### src/hdl/fdmg_pkg.sv
// shared constants, codes and types of the frame difference motion gate
package fdmg_pkg;

	localparam int FRAME_COLUMNS = 160;
	localparam int FRAME_ROWS    = 120;
	localparam int FRAME_PIXELS  = FRAME_COLUMNS * FRAME_ROWS;
	localparam int STORE_DEPTH   = 2 * FRAME_PIXELS;
	localparam int POS_W         = $clog2(FRAME_PIXELS + 1);
	localparam int ADDR_W        = $clog2(STORE_DEPTH);

	localparam int PIX_W    = 8;
	localparam int COUNT_W  = 15;
	localparam int SECS_W   = 8;
	localparam int CFG_IDX_W  = 2;
	localparam int CFG_DATA_W = 15;

	localparam logic [COUNT_W-1:0] COUNT_MAX = '1;
	localparam logic [SECS_W-1:0]  SECS_MAX  = '1;

	// register indexes on the configuration port
	localparam logic [CFG_IDX_W-1:0] REG_THRESHOLD = 2'd0;
	localparam logic [CFG_IDX_W-1:0] REG_LIMIT     = 2'd1;
	localparam logic [CFG_IDX_W-1:0] REG_HEARTBEAT = 2'd2;

	localparam logic [PIX_W-1:0]   THRESHOLD_RST = 8'd25;
	localparam logic [COUNT_W-1:0] LIMIT_RST     = 15'd384;
	localparam logic [SECS_W-1:0]  HEARTBEAT_RST = 8'd2;

	typedef enum logic [1:0] {
		CMD_PIXEL   = 2'd0,
		CMD_TICK    = 2'd1,
		CMD_FAIL    = 2'd2,
		CMD_RESTART = 2'd3
	} cmd_t;

	typedef enum logic [2:0] {
		REASON_SKIP      = 3'd0,
		REASON_FIRST     = 3'd1,
		REASON_MOTION    = 3'd2,
		REASON_HEARTBEAT = 3'd3,
		REASON_FAIL      = 3'd4
	} reason_t;

	typedef struct packed {
		logic [PIX_W-1:0]   threshold;
		logic [COUNT_W-1:0] limit;
		logic [SECS_W-1:0]  heartbeat;
	} cfg_t;

	// item held between the store read and the decision
	typedef struct packed {
		logic             valid;
		cmd_t             cmd;
		logic [PIX_W-1:0] pixel;
		logic             last;
		logic             in_frame;
	} stage_t;

	typedef struct packed {
		logic go;
		logic swap;
	} judge_ctl_t;

endpackage

### src/hdl/fdmg_intf.sv


interface fdmg_result_if;
	logic                           valid;
	logic                           ready;
	logic                           send_frame;
	fdmg_pkg::reason_t              reason;
	logic [fdmg_pkg::COUNT_W-1:0]   changed_pixels;

	modport source(output valid, send_frame, reason, changed_pixels, input ready);
	modport sink(input valid, send_frame, reason, changed_pixels, output ready);
endinterface


### src/hdl/fdmg_judge.sv
// pixel compare, changed count, send decision and result register
module fdmg_judge (
	input  logic                          clk,
	input  logic                          arst_n,
	input  fdmg_pkg::cfg_t                cfg_vals,
	input  fdmg_pkg::stage_t              stage,
	input  logic [fdmg_pkg::PIX_W-1:0]    ref_pixel,
	output fdmg_pkg::judge_ctl_t          ctl,
	fdmg_result_if.source                 results
);

	logic                             have_ref_q, have_ref_d;
	logic [fdmg_pkg::COUNT_W-1:0]     count_q, count_d, count_inc;
	logic [fdmg_pkg::SECS_W-1:0]      secs_q, secs_d;
	logic                             out_v_q;
	logic                             send_q;
	fdmg_pkg::reason_t                reason_q;
	logic [fdmg_pkg::COUNT_W-1:0]     changed_q;
	logic [fdmg_pkg::PIX_W-1:0]       diff;
	logic                             hit;
	logic                             yields;
	logic                             go;
	logic                             fire;
	logic                             swap;
	logic                             res_send;
	fdmg_pkg::reason_t                res_reason;
	logic [fdmg_pkg::COUNT_W-1:0]     res_count;

	always_comb begin
		diff = (stage.pixel > ref_pixel) ? stage.pixel - ref_pixel : ref_pixel - stage.pixel;
		hit  = have_ref_q && stage.in_frame && (diff > cfg_vals.threshold);
		count_inc = (hit && count_q != fdmg_pkg::COUNT_MAX) ? count_q + 1'b1 : count_q;

		yields = stage.valid && (((stage.cmd == fdmg_pkg::CMD_PIXEL) && stage.last)
			|| (stage.cmd == fdmg_pkg::CMD_FAIL));
		go   = !yields || !out_v_q || results.ready;
		fire = stage.valid && go;

		count_d    = count_q;
		secs_d     = secs_q;
		have_ref_d = have_ref_q;
		swap       = 1'b0;
		res_send   = 1'b0;
		res_reason = fdmg_pkg::REASON_SKIP;
		res_count  = count_inc;

		case (stage.cmd)
			fdmg_pkg::CMD_PIXEL: begin
				if (stage.last) begin
					count_d = '0;
					if (!have_ref_q) begin
						swap       = 1'b1;
						res_reason = fdmg_pkg::REASON_FIRST;
						res_count  = '0;
					end else if (count_inc > cfg_vals.limit) begin
						swap       = 1'b1;
						res_reason = fdmg_pkg::REASON_MOTION;
					end else if (secs_q >= cfg_vals.heartbeat) begin
						swap       = 1'b1;
						res_reason = fdmg_pkg::REASON_HEARTBEAT;
					end
					res_send = swap;
				end else begin
					count_d = count_inc;
				end
			end
			fdmg_pkg::CMD_TICK: begin
				if (secs_q != fdmg_pkg::SECS_MAX) begin
					secs_d = secs_q + 1'b1;
				end
			end
			fdmg_pkg::CMD_FAIL: begin
				count_d    = '0;
				secs_d     = '0;
				res_send   = 1'b1;
				res_reason = fdmg_pkg::REASON_FAIL;
				res_count  = '0;
			end
			fdmg_pkg::CMD_RESTART: begin
				have_ref_d = 1'b0;
				count_d    = '0;
				secs_d     = '0;
			end
			default: begin
			end
		endcase

		// a sent frame becomes the reference
		if (swap) begin
			have_ref_d = 1'b1;
			secs_d     = '0;
		end
	end

	assign ctl = '{go: go, swap: fire && swap};

	assign results.valid          = out_v_q;
	assign results.send_frame     = send_q;
	assign results.reason         = reason_q;
	assign results.changed_pixels = changed_q;

	always_ff @(posedge clk or negedge arst_n) begin
		if (!arst_n) begin
			have_ref_q <= 1'b0;
			count_q    <= '0;
			secs_q     <= '0;
			out_v_q    <= 1'b0;
		end else begin
			if (fire) begin
				have_ref_q <= have_ref_d;
				count_q    <= count_d;
				secs_q     <= secs_d;
			end
			if (fire && yields) begin
				out_v_q <= 1'b1;
			end else if (results.ready) begin
				out_v_q <= 1'b0;
			end
		end
	end

	always_ff @(posedge clk) begin
		if (fire && yields) begin
			send_q    <= res_send;
			reason_q  <= res_reason;
			changed_q <= res_count;
		end
	end

endmodule

### src/flat_wrapper.sv
// flat-port wrapper written by rule: the top's interface ports become plain ports
module fdmg_judge_flat 
  (clk, arst_n, cfg_vals, stage, ref_pixel, ctl, results_valid, results_send_frame, results_reason, results_changed_pixels, results_ready);
  fdmg_result_if results_i ();
  input  logic clk;
  input  logic arst_n;
  input  fdmg_pkg::cfg_t cfg_vals;
  input  fdmg_pkg::stage_t stage;
  input  logic [fdmg_pkg::PIX_W-1:0] ref_pixel;
  output fdmg_pkg::judge_ctl_t ctl;
  output wire logic [$bits(results_i.valid)-1:0] results_valid;
  output wire logic [$bits(results_i.send_frame)-1:0] results_send_frame;
  output wire logic [$bits(results_i.reason)-1:0] results_reason;
  output wire logic [$bits(results_i.changed_pixels)-1:0] results_changed_pixels;
  input wire logic [$bits(results_i.ready)-1:0] results_ready;
  assign results_valid = results_i.valid;
  assign results_send_frame = results_i.send_frame;
  assign results_reason = results_i.reason;
  assign results_changed_pixels = results_i.changed_pixels;
  assign results_i.ready = results_ready;
  fdmg_judge u_core (.clk(clk), .arst_n(arst_n), .cfg_vals(cfg_vals), .stage(stage), .ref_pixel(ref_pixel), .ctl(ctl), .results(results_i));
endmodule
### config.mk
export PLATFORM = sky130hd
export DESIGN_NAME = fdmg_judge_flat
export DESIGN_NICKNAME = d
export VERILOG_FILES = /design/src/hdl/fdmg_pkg.sv /design/src/hdl/fdmg_intf.sv /design/src/hdl/fdmg_judge.sv /design/src/flat_wrapper.sv
export SDC_FILE = /design/constraint.sdc
export NUM_CORES = 1
export LEC_CHECK = 0
export ABC_CLOCK_PERIOD_IN_PS = 5000
export BUFFER_PORTS_ARGS = -buffer_cell sky130_fd_sc_hd__buf_2
export CAP_MARGIN = 40
export CORE_MARGIN = 2
export CORE_UTILIZATION = 51
export CTS_CLUSTER_SIZE = 10
export DETAILED_ROUTE_END_ITERATION = 6
export GPL_ROUTABILITY_DRIVEN = 0
export HOLD_SLACK_MARGIN = 0.12
export PLACE_DENSITY = 0.78
export SLEW_MARGIN = 25
export SYNTH_ARGS = -nofsm -noshare
export SYNTH_HDL_FRONTEND = slang
export SYNTH_SLANG_ARGS = --single-unit
### constraint.sdc
create_clock -name clk -period 5 [get_ports clk]
set_clock_uncertainty 0.1 [all_clocks]
set_input_delay 0.25 -clock clk [delete_from_list [all_inputs] [get_ports clk]]
set_output_delay 0.25 -clock clk [all_outputs]
set_load 0.03 [all_outputs]
## Word-level counts from Yosys, hierarchy flattened

Index checks and enable logic that the tools add are counted.

| operators by class | value |
|---|---|
| eq/ne operators | 6 |
| reduce and logical (&&, ||, !) cells | 22 |
| multiplexer cells | 25 |
| add/subtract/negate cells | 4 |
| order comparisons | 4 |

Operators with widths:

| kind | number |
|---|---|
| 15-bit 2-to-1 mux | 4 |
| 15-bit one-hot mux with 2 select lines | 2 |
| 8-bit 2-to-1 mux | 3 |
| 8-bit greater-than comparator | 2 |
| 8-bit one-hot mux with 2 select lines | 1 |
| 8-bit subtractor | 2 |
| 15-bit by 1-bit adder with 15-bit output, second input constant | 1 |
| 15-bit greater-than comparator | 1 |
| 15-bit inequality test, second input constant | 1 |
| 1-bit 2-to-1 mux | 9 |
| 3-bit 2-to-1 mux | 3 |
| 8-bit by 1-bit adder with 8-bit output, second input constant | 1 |
| 8-bit greater-or-equal comparator | 1 |
| 1-bit logical AND | 8 |
| 8-bit inequality test, second input constant | 1 |
| 3-bit one-hot mux with 2 select lines | 1 |
| 2-bit nonzero test | 3 |
| 2-bit == test, second input constant | 2 |
| 2-bit AND reduction | 2 |
| 1-bit logical OR | 3 |
| 3-bit by 1-bit inequality test with 1-bit output, second input constant | 1 |
| 3-bit AND reduction | 1 |
| 3-bit nonzero test | 1 |
| 2-bit by 1-bit == test with 1-bit output, second input constant | 1 |
| other kinds (5) | 6 |

| word-level totals | value |
|---|---|
| bits in registers | 44 |

## Depth between registers and ports, before layout

| logic depth | value |
|---|---|
| word-level depth | 13 |
| depth in mapped cells | 27 |
| gate-level depth less buffers | 26 |

## Worst setup path before layout

OpenSTA, ideal clock, no wires.

| path | value |
|---|---|
| kind | input port to output port |
| from | input stage[2] in the netlist's numbering |
| to | output ctl[0] in the netlist's numbering |
| path slack | -0.582 ns |
| buffers on the path | 2 |
| data arrival time | 5.232 ns |
| stages on the path | 27 |
| data required time | 4.650 ns |
| cells stage by stage | inv_1 > ha_1 > inv_1 > fa_1 > nand3_1 > a21oi_1 > o22ai_1 > buf_2 > mux2i_1 > a21boi_0 > o21ai_0 > xor2_1 > ha_1 > a21o_1 > a21o_1 > o21ai_2 > buf_6 > nor2_2 > mux2_4 > ha_1 > nor2b_1 > o21ai_0 > a21oi_1 > o31a_1 > o21ai_1 > a31oi_1 > and2_1 |

RTL lines:

| item | RTL line | source |
|---|---|---|
| from (decl) | flat_wrapper.sv:8 | `input fdmg_pkg::stage_t stage;` |
| to (decl) | flat_wrapper.sv:10 | `output fdmg_pkg::judge_ctl_t ctl;` |

==> impl_metrics.yaml <==
run_status:
  outcome: "finished, violations left"
  violations: "negative setup slack"
global_routing:
  grt_use_total_pct: 23.1
  antenna_found_initial: 0
  grt_pass1_vias: 3621
  grt_max_degree: 26
  overflow: 0
  grt_pass1_wl_microns: 16100
critical_path:
  slowest_stage: "ha_1"
  arrival_ps: 4980
  crit_buf_inv: 5
  path_class: "in2out"
  startpoint_type: "primary input"
  max_stage_delay_ps: 370
  path_delay_family: "compound AO/OA/AOI/OAI gates"
  worst_path_most_repeated_cell: "buf_6"
  crit_required_ps: 4650
  critical_path.endpoint_type: "output port"
  critical_path_peak_fanout: 5
placement:
  io_buffers: 76
  dp.cells: 637
  dpl.hpwl_microns: 7210
  dp_slack_ps: -626
drt:
  wl_met1_microns: 4270
  drtPass1Iterations: 4
  drtIter0Drc: 175
  dr_wl_met2_microns: 4790
  viasPerCell: 5.55
  highest_layer: "met4"
  finalWirelength_microns: 9640
  wl_per_cell_microns: 14.5
  vias: 3686
  drc_errors: 0
  drtAntennaViolNets: 0
  wl_met3_microns: 413
timing:
  drv_slew: 0
  tightest_slew_ps: 804
  hold_viol: 0
  tns_ps: -483
  fin_ws_ps: -334
  finalCritPeriodShare_pct: 107
  setup_viol: 4
  fin_crit_ps: 5330
  rsz0062_at_grt: "true"
  fmax_mhz: 187
  slew_headroom_pct: 46.2
finish:
  num-fill-cells: 535
  stdcell_count: 664
  final_common_cell: "buf_2"
  synthToLayoutAreaGrowth_pct: 34.9
  antennaDiodeCount: 0
  drive_gt1_share_pct: 36.6
  nets: 669
  mostFrequentLayoutCells: "76 x buf_2, 57 x inv_1, 57 x buf_4"
clocking:
  insertion_delay_ps: 300
  cts_tree: "yes"
  clock_path_buffers: 2
  cts_buffers: 5
  cts.sinks: 44
  cts_root_buffer: "clkbuf_8"
  htreeDepth: 2
  cts.clk_slew.worst_paths_ps: 70
yosys:
  syn_area_per_cell_sq_um: 9.15
  synth_seq_cells: 44
  ys_seq_area_share_pct: 30.7
  async_reset_ff_share_pct: 56.8
  synth_top_flop_cell: "dfrtp_1"
  syn_area_sq_um: 3900
  synth_nets: 531
  ys_types: 62
  synth_enable_flop_cells: 19
  synthesis.instances: 426
  yosysWarnings: 0
pwr:
  power.internal_uw: 764
  comb_power_share_pct: 37.5
  pwr-share-seq_pct: 39.4
  clkPwrFrac_pct: 23.0
  leakagePower_uw: 0.00266
  p_switching_uw: 389
  p_sw_share_pct: 33.7
  ir_drop_mv: 0.168
  cellPowerDensity_nw_per_um2: 219
hold_path:
  hold_path.class: "in2reg"
floorplanning:
  die_w_microns: 91.4
  rows: 31
  die_h_microns: 91.4
  die-area_sq_um: 8360
  start_util_pct: 53.2
  io_pins: 77
  core_area_sq_um: 7330
flow_run:
  drv_cap: 0
==> cells in the mapped netlist (7+ instances only) <==
master    count  area (sq um)
a21o_1       13          97.6
a21oi_1      28           140
a31oi_1       7          43.8
dfrtp_1      25           626
edfxtp_1     19           571
ha_1         48           601
inv_1        59           221
nand2_1      27           101
nand2b_1     10          62.6
nand3_1      13          65.1
nand4_1       9          56.3
nor2_1       20          75.1
o21a_1        9          67.6
o21ai_0      18          90.1
xnor2_1       9          78.8
xor2_1       11          96.3
==> cells by family (layout without fill, tap and decap cells) <==
| logic type | Yosys count | after routing | share of synthesized area (%) |
|---|---|---|---|
| and+or+nand+nor | 119 | 119 | 19.2 |
| AOI/OAI and AO/OA | 114 | 115 | 19.5 |
| buffers and inverters | 71 | 209 | 7.38 |
| adders and majority gates | 50 | 50 | 16.4 |
| DFF | 44 | 44 | 30.7 |
| xor gates and xnor gates | 20 | 20 | 4.49 |
| muxes | 8 | 8 | 2.25 |
==> through the flow <==
stage                     util [%]  cell area [sq um]  hold WS [ps]  total power (uW)
after global placement        65.6               4810           183               806
final                         71.7               5260           170              1150
after floorplan                  -               4030          -146               701
after CTS                     70.1               5140           172              1120
after detailed placement      65.9               4830           187               829
after global routing          71.7               5260           179              1230
==> registers in the layout (all words and copies together), names as in the netlist <==
| register | cells |
|---|---|
| u_core.have_ref_q | 1 |
| u_core.count_q | 15 |
| u_core.results.valid | 1 |
| u_core.secs_q | 8 |
| u_core.results.reason | 3 |
| u_core.results.changed_pixels | 15 |
| u_core.results.send_frame | 1 |
==> what timing repair did <==
action | CTS | global route
setup buffers | 10 | 6
endpoints found under the hold margin | 25 | 0
setup endpoints to repair | 13 | 13
gates resized for setup | 21 | 21
hold buffers | 1 | 0
pin swaps | 28 | 9
gates cloned | 1 | 1
==> power by group through the flow <==
stage	Combinational [uW]	Clock [uW]	Sequential [uW]
floorplan	245	0	457
global placement	350	0	456
detailed placement	370	0	459
CTS	400	269	452
global route	481	286	460
finish	433	266	455
==> metal layers <==
layer | track usage (%) | vias up
li1 | - | 1801
met1 | 29.9 | 1753
met2 | 39.6 | 115
met3 | 3.65 | 17
met4 | 6.94 | 0
met5 | 0 | -
==> final cells by class <==
type / count / area [sq um] / share of cell area, %
Clock buffer: 6 / 72.6 / 1.38
Inverter: 59 / 234 / 4.45
Sequential cell: 44 / 1200 / 22.7
Timing Repair Buffer: 142 / 917 / 17.4
Tap cell: 99 / 124 / 2.36
Clock inverter: 2 / 35.0 / 0.666
Multi-Input combinational cell: 312 / 2680 / 51.0
==> worst paths after layout <==
kind                                                startpoint                                to  slack (ps)  depth (start not counted)
worst max-delay path                                  stage[5]                            ctl[0]        -330                         27
min in group asynchronous                               arst_n     u_core.count_q[5]$_DFFE_PN0P_         400                          2
worst max register to register  u_core.count_q[12]$_DFFE_PN0P_     u_core.have_ref_q$_DFFE_PN0P_        1290                         15
max in group asynchronous                               arst_n      u_core.secs_q[4]$_DFFE_PN0P_        3990                          2
worst min-delay path                             results_ready  u_core.results.valid$_DFFE_PN0P_         170                          3
worst min register to register   u_core.count_q[5]$_DFFE_PN0P_     u_core.count_q[5]$_DFFE_PN0P_         420                          1
==> worst reg2reg max path: stages (launching register included) <==
cell and delay (ps):
dfrtp_1 440, and4_4 240, and3_4 210, and4_4 270, nor4b_4 360, xor2_1 230
ha_1 280, a21o_1 170, a21oi_2 100, nor2b_1 60, o31a_1 280, o21ai_2 230
a31oi_4 120, buf_4 160, buf_6 130, a22o_1 220
(Power assumes the default switching activity.)
