`config.mk`:
```
export PLATFORM = sky130hd
export DESIGN_NAME = fdmg_cfg_regs_flat
export DESIGN_NICKNAME = d
export VERILOG_FILES = /design/src/hdl/fdmg_pkg.sv /design/src/hdl/fdmg_intf.sv /design/src/hdl/fdmg_cfg_regs.sv /design/src/flat_wrapper.sv
export SDC_FILE = /design/constraint.sdc
export NUM_CORES = 1
export LEC_CHECK = 0
export ABC_AREA = 1
export BUFFER_PORTS_ARGS = -buffer_cell sky130_fd_sc_hd__buf_4
export CAP_MARGIN = 20
export CORE_MARGIN = 2
export CORE_UTILIZATION = 51
export DETAILED_ROUTE_END_ITERATION = 10
export PLACE_DENSITY = 0.89
export SLEW_MARGIN = 20
export SYNTH_ARGS = -nofsm -noshare
export SYNTH_HDL_FRONTEND = slang
export SYNTH_SLANG_ARGS = --single-unit
```
`constraint.sdc`:
```
create_clock -name clk -period 0.9 [get_ports clk]
set_input_delay 0.18 -clock clk [delete_from_list [all_inputs] [get_ports clk]]
set_output_delay 0.18 -clock clk [all_outputs]
set_load 0.01 [all_outputs]
```
`src/hdl/fdmg_pkg.sv`:
```
// shared constants, codes and types of the frame difference motion gate
package fdmg_pkg;

	localparam int FRAME_COLUMNS = 160;
	localparam int FRAME_ROWS    = 120;
	localparam int FRAME_PIXELS  = FRAME_COLUMNS * FRAME_ROWS;
	localparam int STORE_DEPTH   = 2 * FRAME_PIXELS;
	localparam int POS_W         = $clog2(FRAME_PIXELS + 1);
	localparam int ADDR_W        = $clog2(STORE_DEPTH);

	localparam int PIX_W    = 8;
	localparam int COUNT_W  = 15;
	localparam int SECS_W   = 8;
	localparam int CFG_IDX_W  = 2;
	localparam int CFG_DATA_W = 15;

	localparam logic [COUNT_W-1:0] COUNT_MAX = '1;
	localparam logic [SECS_W-1:0]  SECS_MAX  = '1;

	// register indexes on the configuration port
	localparam logic [CFG_IDX_W-1:0] REG_THRESHOLD = 2'd0;
	localparam logic [CFG_IDX_W-1:0] REG_LIMIT     = 2'd1;
	localparam logic [CFG_IDX_W-1:0] REG_HEARTBEAT = 2'd2;

	localparam logic [PIX_W-1:0]   THRESHOLD_RST = 8'd25;
	localparam logic [COUNT_W-1:0] LIMIT_RST     = 15'd384;
	localparam logic [SECS_W-1:0]  HEARTBEAT_RST = 8'd2;

	typedef enum logic [1:0] {
		CMD_PIXEL   = 2'd0,
		CMD_TICK    = 2'd1,
		CMD_FAIL    = 2'd2,
		CMD_RESTART = 2'd3
	} cmd_t;

	typedef enum logic [2:0] {
		REASON_SKIP      = 3'd0,
		REASON_FIRST     = 3'd1,
		REASON_MOTION    = 3'd2,
		REASON_HEARTBEAT = 3'd3,
		REASON_FAIL      = 3'd4
	} reason_t;

	typedef struct packed {
		logic [PIX_W-1:0]   threshold;
		logic [COUNT_W-1:0] limit;
		logic [SECS_W-1:0]  heartbeat;
	} cfg_t;

	// item held between the store read and the decision
	typedef struct packed {
		logic             valid;
		cmd_t             cmd;
		logic [PIX_W-1:0] pixel;
		logic             last;
		logic             in_frame;
	} stage_t;

	typedef struct packed {
		logic go;
		logic swap;
	} judge_ctl_t;

endpackage

```
`src/hdl/fdmg_intf.sv`:
```


interface fdmg_cfg_if;
	logic                             valid;
	logic                             ready;
	logic [fdmg_pkg::CFG_IDX_W-1:0]   index;
	logic [fdmg_pkg::CFG_DATA_W-1:0]  data;

	modport source(output valid, index, data, input ready);
	modport sink(input valid, index, data, output ready);
endinterface

```
`src/hdl/fdmg_cfg_regs.sv`:
```
// configuration registers
module fdmg_cfg_regs (
	input  logic              clk,
	input  logic              arst_n,
	fdmg_cfg_if.sink          cfg,
	output fdmg_pkg::cfg_t    cfg_vals
);

	fdmg_pkg::cfg_t regs_q;

	assign cfg.ready = 1'b1;
	assign cfg_vals  = regs_q;

	always_ff @(posedge clk or negedge arst_n) begin
		if (!arst_n) begin
			regs_q.threshold <= fdmg_pkg::THRESHOLD_RST;
			regs_q.limit     <= fdmg_pkg::LIMIT_RST;
			regs_q.heartbeat <= fdmg_pkg::HEARTBEAT_RST;
		end else if (cfg.valid) begin
			case (cfg.index)
				fdmg_pkg::REG_THRESHOLD: begin
					regs_q.threshold <= cfg.data[fdmg_pkg::PIX_W-1:0];
				end
				fdmg_pkg::REG_LIMIT: begin
					regs_q.limit <= cfg.data[fdmg_pkg::COUNT_W-1:0];
				end
				fdmg_pkg::REG_HEARTBEAT: begin
					regs_q.heartbeat <= cfg.data[fdmg_pkg::SECS_W-1:0];
				end
				default: begin
				end
			endcase
		end
	end

endmodule

```
`src/flat_wrapper.sv`:
```
// flat-port wrapper written by rule: the top's interface ports become plain ports
module fdmg_cfg_regs_flat 
  (clk, arst_n, cfg_vals, cfg_valid, cfg_index, cfg_data, cfg_ready);
  fdmg_cfg_if cfg_i ();
  input  logic clk;
  input  logic arst_n;
  output fdmg_pkg::cfg_t cfg_vals;
  input wire logic [$bits(cfg_i.valid)-1:0] cfg_valid;
  input wire logic [$bits(cfg_i.index)-1:0] cfg_index;
  input wire logic [$bits(cfg_i.data)-1:0] cfg_data;
  output wire logic [$bits(cfg_i.ready)-1:0] cfg_ready;
  assign cfg_i.valid = cfg_valid;
  assign cfg_i.index = cfg_index;
  assign cfg_i.data = cfg_data;
  assign cfg_ready = cfg_i.ready;
  fdmg_cfg_regs u_core (.clk(clk), .arst_n(arst_n), .cfg(cfg_i), .cfg_vals(cfg_vals));
endmodule
```
Yosys cells after proc, flatten, opt, wreduce, memory -nomap -nowiden:

Index checks and enable logic that the tools add are counted.

* register bits: 31
* word-level logic and storage cells: 9

* eq/ne operators: 2
* reduce and logical (&&, ||, !) cells: 4

Operators with widths (count)
* AND reduction 2 bit: 3
* == test 2 x 1 -> 1 bit (second input constant): 1
* == test 2 bit (second input constant): 1
* logical NOT 2 bit: 1

Logic depth before layout (Yosys ltp):

Gate-level depths: netlist of run 1.

* depth in word-level cells: 2
* depth in mapped cells: 5
* mapped depth without buffers: 4

Worst setup path after synthesis of run 1:

Ideal clock, no wire load.

* path kind: input to register
* from: in cfg_index[0]
* to: reg u_core.regs_q (netlist bit u_core.cfg_vals[12])
* setup time: 0.117 ns
* arrival: 0.644 ns
* required time: 0.783 ns
* setup slack: 0.139 ns
* cell stages on the path: 5
* cells stage by stage: buf_6 -> nand3_4 -> buf_6 -> nand2_1 -> nand2_1

* longest elaborated chain between the ends: 2

RTL lines
* start, declared: line flat_wrapper.sv:9 `input wire logic [$bits(cfg_i.index)-1:0] cfg_index;`
* == test 2 x 1 -> 1 bit: line fdmg_cfg_regs.sv:20 `case (cfg.index)`
* AND reduction 2 bit (no source line)
* end, declared: line fdmg_cfg_regs.sv:9 `fdmg_pkg::cfg_t regs_q;`

Every way passes these cells.
A chain may end at the register's enable or synchronous reset.

Final worst setup path of run 1:

* from: reg u_core.regs_q (netlist bit u_core.cfg_vals[27])
* to: out cfg_vals[27] (netlist bit)

RTL lines
* end, declared: line flat_wrapper.sv:7 `output fdmg_pkg::cfg_t cfg_vals;`

No word-level cell between the ends.

==> results.py, run 1 <==
metrics = {
    "power": {
        "pwr-share-comb_pct": 33.6,
        "p_sw_share_pct": 29.3,
        "internal_power_mw": 2.80,
        "power-per-cell-area_nw_per_um2": 1860,
        "pwr-share-seq_pct": 45.9,
        "p_clk_share_pct": 20.4,
        "finalPower_mw": 3.97,
        "p_leak_nw": 1.15,
        "netSwitchingPower_mw": 1.16,
        "peakVddDrop_mv": 1.85,
    },
    "cts": {
        "insertion_delay_ns": 0.32,
        "cts_root_buf": "clkbuf_4",
        "clock_sinks": 31,
        "cts_tree": "built",
        "clkTransAtPathRegs_ns": 0.09,
        "clk_path_buf_depth": 2,
        "cts_made_buffers": 5,
        "htree_levels": 2,
    },
    "global_routing": {
        "antenna_found_initial": 0,
        "grt_use_met2_pct": 41.0,
        "overflow": 0,
        "use_met1_pct": 32.9,
        "grt_max_degree": 32,
        "grt_pass1_vias": 1332,
        "grt_usage_pct": 25.5,
        "grt_pass1_wl_um": 6090,
        "grt.met3_usage_pct": 7.44,
        "globalRoute.busiestLayer": "met2",
    },
    "placement": {
        "place_ws_ns": 0.0114,
        "portBuffers": 50,
        "hpwl_um": 2260,
        "dpl.cell_count": 218,
        "gp_congestion": 0.830,
    },
    "timing": {
        "rsz0062_at_grt": "true",
        "slew_viol_final": 0,
        "tns_ns": -4.85,
        "fmax_ghz": 0.857,
        "fin_skew_ns": 0,
        "min_period_ns": 1.17,
        "finalHoldViolCount": 0,
        "fin_ws_ns": -0.266,
        "finalCritPeriodShare_pct": 130,
        "finalSetupViolCount": 31,
    },
    "route": {
        "drt-total-wl_um": 3830,
        "drtAntennaViolNets": 0,
        "viasPerCell": 5.31,
        "drt_iter0_drc": 37,
        "drc": 0,
        "dr.pass1.iters": 4,
        "wire_per_inst_um": 15.2,
        "vias": 1332,
    },
    "synthesis": {
        "yosysMostFrequentCell": "nand2_1",
        "synth_seq_area_share_pct": 57.0,
        "synth_area_um2": 1380,
        "netlist_instances": 141,
        "synth.top_cell.area_share_pct": 45.5,
        "avgSynthCellArea_um2": 9.75,
        "yosys_warnings": 0,
        "yosys.area.top_type": "dfrtp_1",
        "synthTopCellsByArea": "dfrtp_1 (45%), nand2_1 (16%), dfstp_2 (11%), nand4_1 (10%), buf_6 (3.3%)",
        "synth_common_cells": "nand2_1 (58), dfrtp_1 (25), nand4_1 (23)",
        "synth-edff-count": 0,
        "synth_seq_cells": 31,
        "synthFlopType": "dfrtp_1",
        "async_reset_ff_share_pct": 100,
        "synth_nets": 161,
        "yosys.cell_types.count": 14,
    },
    "layout": {
        "syn_to_final_growth_pct": 55.3,
        "drive_gt1_share_pct": 47.5,
        "final_util_pct": 84.7,
        "final.fill_count": 135,
        "largest_reg_flops": 31,
        "layout.nets": 241,
        "fin_cells": 251,
        "diodes": 0,
    },
    "worst_setup_path": {
        "worstPathMaxFanout": 2,
        "startpoint_type": "register",
        "max_stage_delay_ns": 0.56,
        "cp.required_ns": 0.72,
        "cp-end-kind": "output port",
        "cpMaxStageDelayCell": "dfstp_2",
        "cp_num_buf_inv": 1,
        "path_delay_family": "flip-flops",
        "critical_path_arrival_ns": 0.99,
        "worstSetupPathType": "register to output port",
        "cp_cell_sequence": "buf_6",
    },
    "floorplanning": {
        "start_util_pct": 54.5,
        "die_w_um": 55.9,
        "fp.coreArea_um2": 2520,
        "row_count": 18,
        "io_pins": 52,
        "dieArea_um2": 3130,
        "die_h_um": 55.9,
    },
    "status": {
        "status": "complete, but fails checks",
        "failed_checks": "setup timing",
    },
    "min_path": {
        "hold_path_class": "input port to register",
    },
    "flow_run": {
        "maxCapViolations": 0,
    },
}
-- layout make-up --
class	count	area, um^2	share of cell area (%)
sequential	31	783	36.7
timing repair buffer	83	754	35.3
multi-input combinational	98	497	23.3
clock buffer	6	51.3	2.40
tap	30	37.5	1.76
inverter	2	7.51	0.351
clock inverter	1	5.00	0.234
-- through the flow --
step	area (um^2)	hold slack [ns]
final	2140	0.0915
after global routing	2140	0.0893
after CTS	2080	0.0705
after detailed placement	1770	0.129
after global placement	1770	0.124
after floorplan	1380	-0.116
-- cell usage in the layout (no fill, tap or decap), drive strengths merged, types with 2 or more instances in the layout --
master,netlist,layout
buf,10,82
dfstp,6,6
nand2,63,63
dfrtp,25,25
inv,2,2
nand3,10,10
nand4,23,23
clkbuf,0,6
-- path summary, 6_finish.rpt --
path                            cells after the start                             from                              end  slack (ns)
worst max-delay path                                1  u_core.cfg_vals[27]$_DFFE_PN1P_                     cfg_vals[27]       -0.27
worst min-delay path                                3                      cfg_data[8]  u_core.cfg_vals[16]$_DFFE_PN1P_        0.09
worst max register to register                      4  u_core.cfg_vals[15]$_DFFE_PN1P_  u_core.cfg_vals[15]$_DFFE_PN1P_           0
worst min register to register                      2  u_core.cfg_vals[27]$_DFFE_PN1P_  u_core.cfg_vals[27]$_DFFE_PN1P_        0.49
max in group asynchronous                           2                           arst_n  u_core.cfg_vals[16]$_DFFE_PN1P_        0.23
min in group asynchronous                           2                           arst_n  u_core.cfg_vals[28]$_DFFE_PN0P_        0.35
-- cell families (layout without fill, tap and decap cells) --
group         Yosys count  count (layout)  synth area share (%)
buf+inv                12              92                  6.92
flops                  31              31                  57.0
simple gates           97              97                  35.9
other cells             1               1                 0.273
-- layer usage --
layer / vias to the layer above / routed length (um)
li1: 627 / -
met1: 628 / 1530
met2: 69 / 1910
met3: 8 / 328
met4: 0 / 59
met5: - / 0
-- power groups by stage --
| stage | combinational [mW] | clock [mW] | sequential (mW) |
|---|---|---|---|
| 3_5_place_dp | 0.911 | 0 | 1.81 |
| 5_1_grt | 1.43 | 0.882 | 1.85 |
| 2_1_floorplan | 0.299 | 0 | 1.90 |
| 3_3_place_gp | 0.894 | 0 | 1.80 |
| 4_1_cts | 1.23 | 0.835 | 1.81 |
| 6_report | 1.33 | 0.810 | 1.82 |
-- what timing repair did --
action / 4_1_cts / 5_1_grt
hold buffers: 1 / 0
setup endpoints to repair: 31 / 31
hold endpoints to repair: 25 / 0
gates resized for setup: 31 / 0
buffers inserted: 17 / 8
(Power assumes the default switching activity.)
==> run 2, diff against run 1 <==
--- a/config.mk
+++ b/config.mk
@@ -11,7 +11,7 @@
 export CORE_MARGIN = 2
 export CORE_UTILIZATION = 51
 export DETAILED_ROUTE_END_ITERATION = 10
-export PLACE_DENSITY = 0.89
+export PLACE_DENSITY = 0.83
 export SLEW_MARGIN = 20
 export SYNTH_ARGS = -nofsm -noshare
 export SYNTH_HDL_FRONTEND = slang
==> run 2 against run 1 <==
Largest cell class unchanged. Critical endpoint is now cfg_vals[16]. Core utilization rose by 0.74 points. Die area did not move. Cell count rose by 1.2%. Sequential cell count unchanged. The flow still finishes with violations (setup timing). Final area rose by 0.88%. Highest routed layer unchanged.
==> results.py, run 2 (synthesized netlist as in run 1, its figures left out) <==
metrics = {
    "status": {
        "status": "complete, but fails checks",
        "failed_checks": "setup timing",
    },
    "layout": {
        "multiInputGateArea_um2": 497,
        "ff_latch_area_um2": 783,
        "fin_cells": 254,
        "final.fill_count": 124,
        "diodes": 0,
        "final_util_pct": 85.4,
        "drive_gt1_share_pct": 47.8,
        "layout_common_cells": "nand2_1 (58), buf_4 (52), buf_6 (31)",
        "largest_reg_flops": 31,
        "layout.nets": 243,
        "syn_to_final_growth_pct": 56.7,
        "layout_commonest_cell": "nand2_1",
    },
    "worst_setup_path": {
        "critical_path_arrival_ns": 1.00,
        "cp_cell_sequence": "buf_6",
        "cp-end-kind": "output port",
        "cp_num_buf_inv": 1,
        "path_depth": 1,
        "startpoint_type": "register",
        "reg2reg_depth": 4,
        "worstPathMaxFanout": 2,
        "worstSetupPathType": "register to output port",
        "path_delay_family": "flip-flops",
        "cpMaxStageDelayCell": "dfstp_2",
        "max_stage_delay_ns": 0.56,
        "cp.required_ns": 0.72,
    },
    "cts": {
        "htree_levels": 2,
        "cts_root_buf": "clkbuf_4",
        "cts_made_buffers": 5,
        "clk_path_buf_depth": 2,
        "clkTransAtPathRegs_ns": 0.11,
        "insertion_delay_ns": 0.33,
        "cts_tree": "built",
        "clock_sinks": 31,
    },
    "placement": {
        "dpl.cell_count": 221,
        "portBuffers": 50,
        "gp_congestion": 0.869,
        "hpwl_um": 2360,
    },
    "route": {
        "viasPerCell": 5.46,
        "drt-total-wl_um": 3860,
        "drc": 0,
        "dr.pass1.iters": 4,
        "vias": 1387,
        "drtAntennaViolNets": 0,
        "wire_per_inst_um": 15.2,
        "drt_iter0_drc": 61,
    },
    "power": {
        "pwr-share-seq_pct": 45.3,
        "internal_power_mw": 2.82,
        "p_clk_share_pct": 21.3,
        "netSwitchingPower_mw": 1.19,
        "power-per-cell-area_nw_per_um2": 1860,
        "peakVddDrop_mv": 1.72,
        "p_sw_share_pct": 29.7,
        "p_leak_nw": 1.16,
        "pwr-share-comb_pct": 33.4,
        "finalPower_mw": 4.01,
    },
    "timing": {
        "fmax_ghz": 0.847,
        "min_period_ns": 1.18,
        "finalSetupViolCount": 32,
        "slew_viol_final": 0,
        "finalHoldViolCount": 0,
        "fin_skew_ns": 0,
        "tns_ns": -5.26,
        "fin_ws_ns": -0.281,
        "rsz0062_at_grt": "true",
        "finalCritPeriodShare_pct": 131,
    },
    "min_path": {
        "hold_path_class": "input port to register",
        "min_path_cells": 3,
    },
    "global_routing": {
        "antenna_found_initial": 0,
        "grt_usage_pct": 24.3,
        "overflow": 0,
        "grt_max_degree": 32,
        "grt_pass1_vias": 1304,
        "grt_pass1_wl_um": 5890,
    },
    "floorplanning": {
        "dieArea_um2": 3130,
        "io_pins": 52,
        "fp.coreArea_um2": 2520,
        "start_util_pct": 54.5,
        "die_w_um": 55.9,
        "die_h_um": 55.9,
        "row_count": 18,
    },
    "flow_run": {
        "maxCapViolations": 0,
    },
}
-- run 2: layout make-up --
cell class	instances	share of cell area, %
Timing Repair Buffer	85	35.7
Tap cell	30	1.74
Clock buffer	7	2.56
Sequential cell	31	36.4
Clock inverter	1	0.232
Inverter	2	0.348
Multi-Input combinational cell	98	23.1
-- run 2: what timing repair did --
item	CTS	global route
endpoints found under the setup margin	31	31
resized for setup	31	0
endpoints found under the hold margin	25	0
setup buffers	12	12
pin swaps	0	0
hold buffers	1	0
-- run 2: routing by layer --
metal / track usage, % / part of all wire (%)
met1: 27.8 / 37
met2: 41.7 / 52
met3: 8.60 / 6.9
met4: 9.18 / 3.5
met5: 0 / 0
-- run 2: worst paths after layout --
| path | start | to | slack [ns] |
|---|---|---|---|
| setup / recovery | u_core.cfg_vals[16]$_DFFE_PN1P_ | cfg_vals[16] | -0.28 |
| hold / removal | cfg_data[0] | u_core.cfg_vals[23]$_DFFE_PN1P_ | 0.09 |
| setup reg to reg | u_core.cfg_vals[19]$_DFFE_PN0P_ | u_core.cfg_vals[19]$_DFFE_PN0P_ | -0.04 |
| hold reg to reg | u_core.cfg_vals[26]$_DFFE_PN1P_ | u_core.cfg_vals[26]$_DFFE_PN1P_ | 0.47 |
| max in group asynchronous | arst_n | u_core.cfg_vals[27]$_DFFE_PN1P_ | 0.25 |
| min in group asynchronous | arst_n | u_core.cfg_vals[20]$_DFFE_PN0P_ | 0.31 |
-- run 2: through the flow --
step	instance area [um^2]	setup slack (ns)	hold WS, ns
detailed placement	1790	0.00750	0.134
global route	2150	-0.312	0.0897
floorplan	1380	0.139	-0.116
global placement	1790	0.0421	0.120
CTS	2060	-0.267	0.0911
finish	2150	-0.281	0.0939
-- run 2: power by group through the flow --
stage / clock network (mW) / logic [mW] / registers, mW
6_report: 0.853 / 1.34 / 1.82
5_1_grt: 0.948 / 1.44 / 1.84
4_1_cts: 0.848 / 1.20 / 1.81
3_5_place_dp: 0 / 0.928 / 1.80
3_3_place_gp: 0 / 0.903 / 1.79
2_1_floorplan: 0 / 0.299 / 1.90
